$ cat src/sv/mcpf_pkg.sv
// ---------------------------------------------------------------------------
// mcpf_pkg
// Shared types, codes and constants of the motor command packet framer.
// ---------------------------------------------------------------------------
package mcpf_pkg;

	typedef enum logic [2:0] {
		OP_SPIN     = 3'd0,
		OP_SPEED    = 3'd1,
		OP_PID      = 3'd2,
		OP_RESET    = 3'd3,
		OP_RD_ENC   = 3'd4,
		OP_RD_SPEED = 3'd5,
		OP_REPLY    = 3'd6
	} op_t;

	typedef enum logic [1:0] {
		PEND_NONE  = 2'd0,
		PEND_ENC   = 2'd1,
		PEND_SPEED = 2'd2
	} pend_t;

	localparam logic KIND_TX   = 1'b0;
	localparam logic KIND_READ = 1'b1;

	localparam logic [1:0] WHEEL_NONE = 2'd3;

	localparam logic [7:0] ADDR_BASE      = 8'd128;
	localparam logic [7:0] CMD_SPEED      = 8'd35;
	localparam logic [7:0] CMD_PID        = 8'd28;
	localparam logic [7:0] CMD_RESET      = 8'd20;
	localparam logic [7:0] CMD_RD_ENC     = 8'd16;
	localparam logic [7:0] CMD_RD_SPEED   = 8'd18;
	localparam logic [31:0] SPIN_MAX      = 32'd127;

	localparam int PKT_BYTES   = 18;   // longest packet body, checksum excluded
	localparam int REPLY_WORD  = 4;    // value bytes in a reply
	localparam int REPLY_SUMAT = 5;    // position of the reply checksum byte
	localparam int QDEPTH_DEFAULT = 2;

	typedef struct packed {
		op_t                op;
		logic [1:0]         wheel;
		logic signed [31:0] value;
		logic [31:0]        pid_d;
		logic [31:0]        pid_p;
		logic [31:0]        pid_i;
		logic [31:0]        pid_q;
		logic [7:0]         rx_byte;
	} in_t;

	typedef struct packed {
		logic               kind;
		logic [7:0]         tx_byte;
		logic               tx_last;
		logic [1:0]         read_wheel;
		logic signed [31:0] read_value;
		logic               read_bad;
	} out_t;

	// one queued job: either a packet to send or a finished read result
	typedef struct packed {
		logic                           is_read;
		logic [4:0]                     len;
		logic                           with_sum;
		logic [PKT_BYTES-1:0][7:0]      bytes;
		logic [1:0]                     rd_wheel;
		logic [31:0]                    rd_value;
		logic                           rd_bad;
	} job_t;

	function automatic logic [7:0] wheel_addr(input logic [1:0] w);
		logic [7:0] a;
		a = (w == 2'd1) ? 8'd129 : 8'd128;
		return a;
	endfunction

	function automatic logic [7:0] wheel_chan(input logic [1:0] w);
		logic [7:0] c;
		c = (w == 2'd2) ? 8'd0 : 8'd1;
		return c;
	endfunction

endpackage

$ cat src/sv/mcpf_queue.sv
// ---------------------------------------------------------------------------
// mcpf_queue
// Short job queue between the classifier and the byte sequencer.
// ---------------------------------------------------------------------------
module mcpf_queue import mcpf_pkg::*; #(
	parameter int DEPTH = QDEPTH_DEFAULT
) (
	input  logic clk,
	input  logic arst_n,
	input  logic push,
	input  job_t push_job,
	output logic full,
	input  logic pop,
	output logic head_valid,
	output job_t head_job
);

	localparam int PTR_W = (DEPTH > 1) ? $clog2(DEPTH) : 1;
	localparam int CNT_W = $clog2(DEPTH + 1);

	job_t             mem_q [DEPTH];
	logic [PTR_W-1:0] wr_ptr_q;
	logic [PTR_W-1:0] rd_ptr_q;
	logic [CNT_W-1:0] count_q;
	logic             do_push;
	logic             do_pop;

	assign full       = (count_q == CNT_W'(DEPTH));
	assign head_valid = (count_q != '0);
	assign head_job   = mem_q[rd_ptr_q];
	assign do_push    = push && !full;
	assign do_pop     = pop && head_valid;

	always_ff @(posedge clk) begin
		if (do_push) begin
			mem_q[wr_ptr_q] <= push_job;
		end
	end

	always_ff @(posedge clk or negedge arst_n) begin
		if (!arst_n) begin
			wr_ptr_q <= '0;
			rd_ptr_q <= '0;
			count_q  <= '0;
		end else begin
			if (do_push) begin
				wr_ptr_q <= (wr_ptr_q == PTR_W'(DEPTH - 1)) ? '0 : wr_ptr_q + PTR_W'(1);
			end
			if (do_pop) begin
				rd_ptr_q <= (rd_ptr_q == PTR_W'(DEPTH - 1)) ? '0 : rd_ptr_q + PTR_W'(1);
			end
			if (do_push && !do_pop) begin
				count_q <= count_q + CNT_W'(1);
			end else if (do_pop && !do_push) begin
				count_q <= count_q - CNT_W'(1);
			end
		end
	end

endmodule

$ cat src/sv/mcpf_front.sv
// ---------------------------------------------------------------------------
// mcpf_front
// Classifies commands into packet jobs and collects reply bytes.
// ---------------------------------------------------------------------------
module mcpf_front import mcpf_pkg::*; (
	input  logic clk,
	input  logic arst_n,
	input  logic accept,
	input  in_t  in_data,
	output logic push,
	output job_t push_job
);

	pend_t       pend_q, pend_d;
	logic [1:0]  pwheel_q, pwheel_d;
	logic [2:0]  count_q, count_d;
	logic [6:0]  sum_q, sum_d;
	logic [31:0] word_q, word_d;
	logic [31:0] last_enc_q [3];

	logic        enc_we;
	logic [1:0]  enc_idx;
	logic [31:0] enc_val;

	logic [7:0]  addr;
	logic [7:0]  chan;
	logic [7:0]  cmd;
	logic [31:0] val_u;
	logic [31:0] mag;
	logic [31:0] spd;
	logic        bad;
	logic [31:0] res;

	// byte slot [n] goes out before [n+1], so the top byte lands in the lowest slot
	function automatic logic [31:0] be_word(input logic [31:0] w);
		return {w[7:0], w[15:8], w[23:16], w[31:24]};
	endfunction

	always_comb begin
		push_job = '0;
		push     = 1'b0;
		pend_d   = pend_q;
		pwheel_d = pwheel_q;
		count_d  = count_q;
		sum_d    = sum_q;
		word_d   = word_q;
		enc_we   = 1'b0;
		enc_idx  = pwheel_q;
		enc_val  = word_q;
		addr     = wheel_addr(in_data.wheel);
		chan     = wheel_chan(in_data.wheel);
		cmd      = '0;
		val_u    = in_data.value;
		mag      = val_u[31] ? (32'd0 - val_u) : val_u;
		if (mag > SPIN_MAX) begin
			mag = SPIN_MAX;
		end
		spd      = (val_u == '0) ? 32'd1 : val_u;
		bad      = 1'b0;
		res      = word_q;

		if (accept) begin
			unique case (in_data.op)
				OP_RESET: begin
					push              = 1'b1;
					push_job.len      = 5'd2;
					push_job.with_sum = 1'b1;
					push_job.bytes[0] = ADDR_BASE + {6'b0, in_data.wheel};
					push_job.bytes[1] = CMD_RESET;
				end
				OP_REPLY: begin
					if (pend_q != PEND_NONE) begin
						if (count_q < 3'(REPLY_WORD)) begin
							word_d = {word_q[23:0], in_data.rx_byte};
						end
						if (count_q < 3'(REPLY_SUMAT)) begin
							sum_d   = sum_q + in_data.rx_byte[6:0];
							count_d = count_q + 3'd1;
						end else begin
							bad = (in_data.rx_byte != {1'b0, sum_q});
							if (pend_q == PEND_ENC && pwheel_q != WHEEL_NONE) begin
								if (bad) begin
									res = last_enc_q[pwheel_q];
								end else begin
									enc_we = 1'b1;
								end
							end
							push              = 1'b1;
							push_job.is_read  = 1'b1;
							push_job.rd_wheel = pwheel_q;
							push_job.rd_value = res;
							push_job.rd_bad   = bad;
							pend_d  = PEND_NONE;
							count_d = '0;
							sum_d   = '0;
							word_d  = '0;
						end
					end
				end
				OP_SPIN, OP_SPEED, OP_PID, OP_RD_ENC, OP_RD_SPEED: begin
					if (in_data.wheel != WHEEL_NONE) begin
						push              = 1'b1;
						push_job.bytes[0] = addr;
						if (in_data.op == OP_SPIN) begin
							push_job.len      = 5'd3;
							push_job.with_sum = 1'b1;
							push_job.bytes[1] = {chan[5:0], 1'b0, val_u[31]};
							push_job.bytes[2] = mag[7:0];
						end else if (in_data.op == OP_SPEED) begin
							push_job.len      = 5'd6;
							push_job.with_sum = 1'b1;
							push_job.bytes[1] = CMD_SPEED + chan;
							push_job.bytes[5:2] = be_word(spd);
						end else if (in_data.op == OP_PID) begin
							push_job.len        = 5'd18;
							push_job.with_sum   = 1'b1;
							push_job.bytes[1]   = CMD_PID + chan;
							push_job.bytes[5:2]   = be_word(in_data.pid_d);
							push_job.bytes[9:6]   = be_word(in_data.pid_p);
							push_job.bytes[13:10] = be_word(in_data.pid_i);
							push_job.bytes[17:14] = be_word(in_data.pid_q);
						end else begin
							cmd = ((in_data.op == OP_RD_ENC) ? CMD_RD_ENC : CMD_RD_SPEED) + chan;
							push_job.len      = 5'd2;
							push_job.bytes[1] = cmd;
							pend_d   = (in_data.op == OP_RD_ENC) ? PEND_ENC : PEND_SPEED;
							pwheel_d = in_data.wheel;
							count_d  = '0;
							word_d   = '0;
							sum_d    = addr[6:0] + cmd[6:0];
						end
					end
				end
				default: ;
			endcase
		end
	end

	always_ff @(posedge clk or negedge arst_n) begin
		if (!arst_n) begin
			pend_q        <= PEND_NONE;
			pwheel_q      <= '0;
			count_q       <= '0;
			sum_q         <= '0;
			word_q        <= '0;
			last_enc_q[0] <= '0;
			last_enc_q[1] <= '0;
			last_enc_q[2] <= '0;
		end else begin
			pend_q   <= pend_d;
			pwheel_q <= pwheel_d;
			count_q  <= count_d;
			sum_q    <= sum_d;
			word_q   <= word_d;
			if (enc_we) begin
				last_enc_q[enc_idx] <= enc_val;
			end
		end
	end

endmodule

$ cat src/sv/mcpf_back.sv
// ---------------------------------------------------------------------------
// mcpf_back
// Walks the head job one beat per unstalled cycle, plus any 7-bit checksum.
// ---------------------------------------------------------------------------
module mcpf_back import mcpf_pkg::*; (
	input  logic clk,
	input  logic arst_n,
	input  logic head_valid,
	input  job_t head_job,
	output logic pop,
	output logic out_valid,
	input  logic out_ready,
	output out_t out_data
);

	logic [4:0] idx_q;
	logic [6:0] acc_q;
	logic       out_valid_q;
	out_t       out_q;

	logic       advance;
	logic       last;
	out_t       beat;

	assign advance   = head_valid && (!out_valid_q || out_ready);
	assign pop       = advance && last;
	assign out_valid = out_valid_q;
	assign out_data  = out_q;

	always_comb begin
		beat = '0;
		last = 1'b0;
		if (head_job.is_read) begin
			beat.kind       = KIND_READ;
			beat.read_wheel = head_job.rd_wheel;
			beat.read_value = head_job.rd_value;
			beat.read_bad   = head_job.rd_bad;
			last            = 1'b1;
		end else if (idx_q < head_job.len) begin
			beat.kind    = KIND_TX;
			beat.tx_byte = head_job.bytes[idx_q];
			last         = (idx_q == head_job.len - 5'd1) && !head_job.with_sum;
			beat.tx_last = last;
		end else begin
			// checksum beat
			beat.kind    = KIND_TX;
			beat.tx_byte = {1'b0, acc_q};
			beat.tx_last = 1'b1;
			last         = 1'b1;
		end
	end

	always_ff @(posedge clk) begin
		if (advance) begin
			out_q <= beat;
		end
	end

	always_ff @(posedge clk or negedge arst_n) begin
		if (!arst_n) begin
			idx_q       <= '0;
			acc_q       <= '0;
			out_valid_q <= 1'b0;
		end else begin
			if (advance) begin
				out_valid_q <= 1'b1;
				if (last) begin
					idx_q <= '0;
					acc_q <= '0;
				end else begin
					idx_q <= idx_q + 5'd1;
					acc_q <= acc_q + beat.tx_byte[6:0];
				end
			end else if (out_ready) begin
				out_valid_q <= 1'b0;
			end
		end
	end

endmodule

$ cat src/sv/motor_command_packet_framer.sv
// ---------------------------------------------------------------------------
// motor_command_packet_framer
// Frames motor-controller command packets and checks read replies.
// ---------------------------------------------------------------------------
// Input channel (in_valid/in_ready/in_data) takes one command or reply byte
// per beat. Output channel (out_valid/out_ready/out_data) gives one beat per
// packet byte (kind 0) or one beat per completed read (kind 1).
// The front classifies an item in the cycle it is accepted and drops a job
// into a QUEUE_DEPTH-entry queue; the back sends the head job one beat per
// cycle while the receiver keeps up. A packet's first beat passes through
// the queue entry, then the output register. A packet takes one beat per
// byte (2 to 19 bytes); a read result is a single beat. Commands are taken
// back to back while the queue has room; in_ready drops only when the queue
// is full. Items that make no beats (unknown op, wheel three on a command
// other than a reset, stray reply byte) are still taken one per cycle while
// there is room. Reset clears the pending read, the reply collector, the
// stored encoder counts and the queue. A stalled receiver holds the output
// register; the queue then fills and stalls the sender, with no beat lost.
// ---------------------------------------------------------------------------
module motor_command_packet_framer import mcpf_pkg::*; #(
	parameter int QUEUE_DEPTH = QDEPTH_DEFAULT
) (
	input  logic clk,
	input  logic arst_n,
	input  logic in_valid,
	output logic in_ready,
	input  in_t  in_data,
	output logic out_valid,
	input  logic out_ready,
	output out_t out_data
);

	logic accept;
	logic push;
	job_t push_job;
	logic full;
	logic pop;
	logic head_valid;
	job_t head_job;

	assign in_ready = !full;
	assign accept   = in_valid && in_ready;

	mcpf_front u_front (
		.clk      (clk),
		.arst_n   (arst_n),
		.accept   (accept),
		.in_data  (in_data),
		.push     (push),
		.push_job (push_job)
	);

	mcpf_queue #(
		.DEPTH (QUEUE_DEPTH)
	) u_queue (
		.clk        (clk),
		.arst_n     (arst_n),
		.push       (push),
		.push_job   (push_job),
		.full       (full),
		.pop        (pop),
		.head_valid (head_valid),
		.head_job   (head_job)
	);

	mcpf_back u_back (
		.clk        (clk),
		.arst_n     (arst_n),
		.head_valid (head_valid),
		.head_job   (head_job),
		.pop        (pop),
		.out_valid  (out_valid),
		.out_ready  (out_ready),
		.out_data   (out_data)
	);

endmodule

$ cat config.mk
export PLATFORM = sky130hd
export DESIGN_NAME = motor_command_packet_framer
export DESIGN_NICKNAME = d
export VERILOG_FILES = /design/src/sv/mcpf_pkg.sv /design/src/sv/mcpf_queue.sv /design/src/sv/mcpf_front.sv /design/src/sv/mcpf_back.sv /design/src/sv/motor_command_packet_framer.sv
export SDC_FILE = /design/constraint.sdc
export NUM_CORES = 1
export LEC_CHECK = 0
export BUFFER_PORTS_ARGS = -buffer_cell sky130_fd_sc_hd__buf_2
export CORE_ASPECT_RATIO = 0.75
export CORE_MARGIN = 2
export CORE_UTILIZATION = 35
export CTS_CLUSTER_DIAMETER = 60
export DETAILED_ROUTE_END_ITERATION = 10
export PLACE_DENSITY = 0.61
export SYNTH_ARGS = -nofsm -noshare
export SYNTH_HDL_FRONTEND = slang
export SYNTH_SLANG_ARGS = --single-unit
$ cat constraint.sdc
create_clock -name clk -period 13.1 [get_ports clk]
set_input_delay 1.31 -clock clk [delete_from_list [all_inputs] [get_ports clk]]
set_output_delay 1.31 -clock clk [all_outputs]
set_load 0.01 [all_outputs]
==> run metrics <==
status=completed; CP Capture Type=flop; Yosys cell types=78; WHS=0.495 ns; Skew-Pair Late Insertion Delay=0.63 ns; first-pass GRT wire length=94800 microns; CP Cell Sequence=buf_4 -> mux2i_1 -> ha_1 -> nor2b_1 -> o21ai_0 -> nand2_1 -> a21oi_1 -> buf_4 -> o21ai_0 -> a21oi_1 -> ha_1 -> inv_1 -> fa_1 -> nor2b_1 -> o21ai_0 -> a21oi_1 -> o21ai_0 -> nand2b_1 -> a21oi_1 -> or4b_1 -> o211ai_1; Via Count=15458; Slowest-stage cell, CP=buf_4; switch share=0.322; sequential power share=0.439; Area Growth Syn to Fin=15.8%; initial antenna violation count=5; Routed WL=61500 microns; number of global-route vias before repair=15465; Relative slew margins=0.238; largest net degree at the start of global routing=151; Slew Viols, Final=0; IO Pins=224; worst hold path class=reg2reg; number of remaining DRC errors=0; syn avg cell area=14.1 sq um; placed cell areas=0.0270 sq mm; Syn. warnings=0; clock buffer depth=3; Initial Utilization=0.355; DRT antenna net count=0; die height=235 microns; P_sw=1800 uW; share of cells above drive strength 1=0.265; Fin. Hold Viols=0; Final Cell Area=0.0288 sq mm; count leader, synth=edfxtp_1; Iter 0 DRT Violations=1339; Comb pwr share=0.278; fmax=0.180 GHz; CP max FO=50; Yosys reg bits=554; clock slew at reported path FFs=0.06 ns; WL/cell=20.8 microns; Post-Syn Area=0.0249 sq mm; grt ovf=0; gr usage total=0.166; crit share post-route=0.424; Synth async-reset ratio=0.287; Port Buffer Count=223; Worst EP required=13.62 ns; clk sinks=554; post-cts sizing count=0; Power Density=194 mW/mm^2; Post-synth top cells=edfxtp_1, dfrtp_1, nor2_1; Post-DP HPWL=40700 microns; total die area=0.0733 sq mm; core area=0.0702 sq mm; Area contributors post-synth=edfxtp_1, dfrtp_1, mux4_2; H-Tree Depth=2; Top FF cell, synth=edfxtp_1; LEAKAGE=0.0110 uW; cts hold-fix bufs=0; Fin Setup TNS=0 ns; Initial DRT Pass Iterations=5; number of synthesized flops with an enable pin=395; RSZ-0062 raised after global routing=false; chip width=312 microns; crit path buf inv count=3; leading area contributor after synthesis=edfxtp_1; Syn Nets=1975; GP Congestion=0.866; min Tclk post-route=5.56 ns; slowest stage delay, CP=0.80 ns; CTS Buf Count=59; Final Skew=0.0266 ns; Vias/cell=5.22; Layout Nets=2174; Cell Rows=84; Max-cap violations=0; Mapped Cells=1769; critical path arrival=6.09 ns; VDD IR max=120 uV; root buffer cell=clkbuf_16; CP Class=reg2reg; final setup violation count=0; Clock power frac=0.283; cell-internal power=3790 uW; family with the most delay on the worst path=compound AO/OA/AOI/OAI gates; Least-Margin Pin Slew=1.11 ns; Startpoint Class=flop; Synth top area share=0.476; CTS tree=built; Post-CTS Setup Inserts=0; sequential share of the synthesized area=0.636
-- layout make-up --
| class | instances | area (sq um) |
|---|---|---|
| fill | 6538 | 41400 |
| sequential | 554 | 15800 |
| multi-input combinational | 1077 | 8510 |
| clock buffer | 79 | 1570 |
| timing repair buffer | 245 | 1300 |
| tap | 946 | 1180 |
| clock inverter | 31 | 282 |
| inverter | 31 | 116 |
| antenna | 1 | 2.50 |
-- cells in the final DEF, fill, tap and decap left out, types with 15 or more instances in the layout --
cell | synthesis | routed
clkbuf_1 | 62 | 18
inv_1 | 30 | 29
dfrtp_1 | 159 | 156
edfxtp_1 | 395 | 395
nor2_1 | 155 | 155
nand3_1 | 22 | 22
a211oi_1 | 39 | 39
nor3_1 | 18 | 15
buf_4 | 0 | 21
o21ai_0 | 40 | 40
a22o_1 | 36 | 36
mux4_2 | 68 | 68
nand2_1 | 106 | 106
buf_2 | 25 | 222
a21oi_1 | 105 | 104
mux2i_1 | 87 | 86
and2_1 | 100 | 99
mux2_2 | 109 | 109
ha_1 | 27 | 27
clkbuf_16 | 0 | 59
-- worst register-to-register path, delay by kind of cell, from the launching register on --
family	cells	cell delay, ns
AOI/OAI and AO/OA	9	1.25
adders and majority gates	3	0.95
buffers and inverters	3	1.13
DFF	1	0.75
muxes	1	0.45
and+or+nand+nor	5	0.97
-- stage by stage --
step / utilization / instances / worst slack (ns) / power [uW]
final: 0.410 / 2964 / 7.54 / 5580
after global routing: 0.410 / 2964 / 7.05 / 5890
after CTS: 0.410 / 2963 / 7.42 / 5660
after detailed placement: 0.384 / 2853 / 7.34 / 4060
after global placement: 0.384 / 2853 / 7.50 / 4040
after floorplan: - / 1769 / 1.54 / 3540
-- sequential cells by signal (all words and copies together), names as in the netlist --
register and flops:
u_back.acc_q 7, u_back.idx_q 5, u_back.out_data 45, u_back.out_valid 1
u_front.count_q 3, u_front.enc_idx 2, u_front.enc_val 32, u_front.last_enc_q 96
u_front.pend_q 2, u_front.sum_q 7, u_queue.count_q 2, u_queue.mem_q 350
u_queue.rd_ptr_q 1, u_queue.wr_ptr_q 1
-- cells by family after synthesis --
group / share of synthesized area
multiplexers: 0.146
flip-flops: 0.636
AO/OA/AOI/OAI: 0.0779
AND/OR/NAND/NOR: 0.0924
XOR/XNOR: 0.00809
buffers and inverters: 0.0239
adder cells (fa/ha/maj): 0.0152
-- per-layer routing --
layer	GRT usage	vias to the layer above	wire, microns
met4	0.0395	6	990
met3	0.0277	77	3780
met5	0	-	31
li1	-	7094	-
met2	0.249	454	27200
met1	0.251	7827	29500
-- power groups by stage --
stage	Clock [uW]	Sequential [uW]	Combinational, uW
detailed placement	0	2490	1570
global route	1700	2490	1710
floorplan	0	2460	1080
finish	1580	2450	1550
global placement	0	2480	1570
CTS	1620	2450	1580
-- worst paths after layout --
kind                             startpoint                to  slack, ns  depth (start not counted)
setup / recovery           u_queue.rd_ptr_q   u_back.acc_q[6]       7.54                         21
hold / removal             u_front.sum_q[5]  u_front.sum_q[5]       0.49                          2
setup reg to reg           u_queue.rd_ptr_q   u_back.acc_q[6]       7.54                         21
hold reg to reg            u_front.sum_q[5]  u_front.sum_q[5]       0.49                          2
max in group asynchronous            arst_n  u_queue.rd_ptr_q      10.80                          2
min in group asynchronous            arst_n   u_back.acc_q[6]       0.79                          1
(Power assumes the default switching activity.)
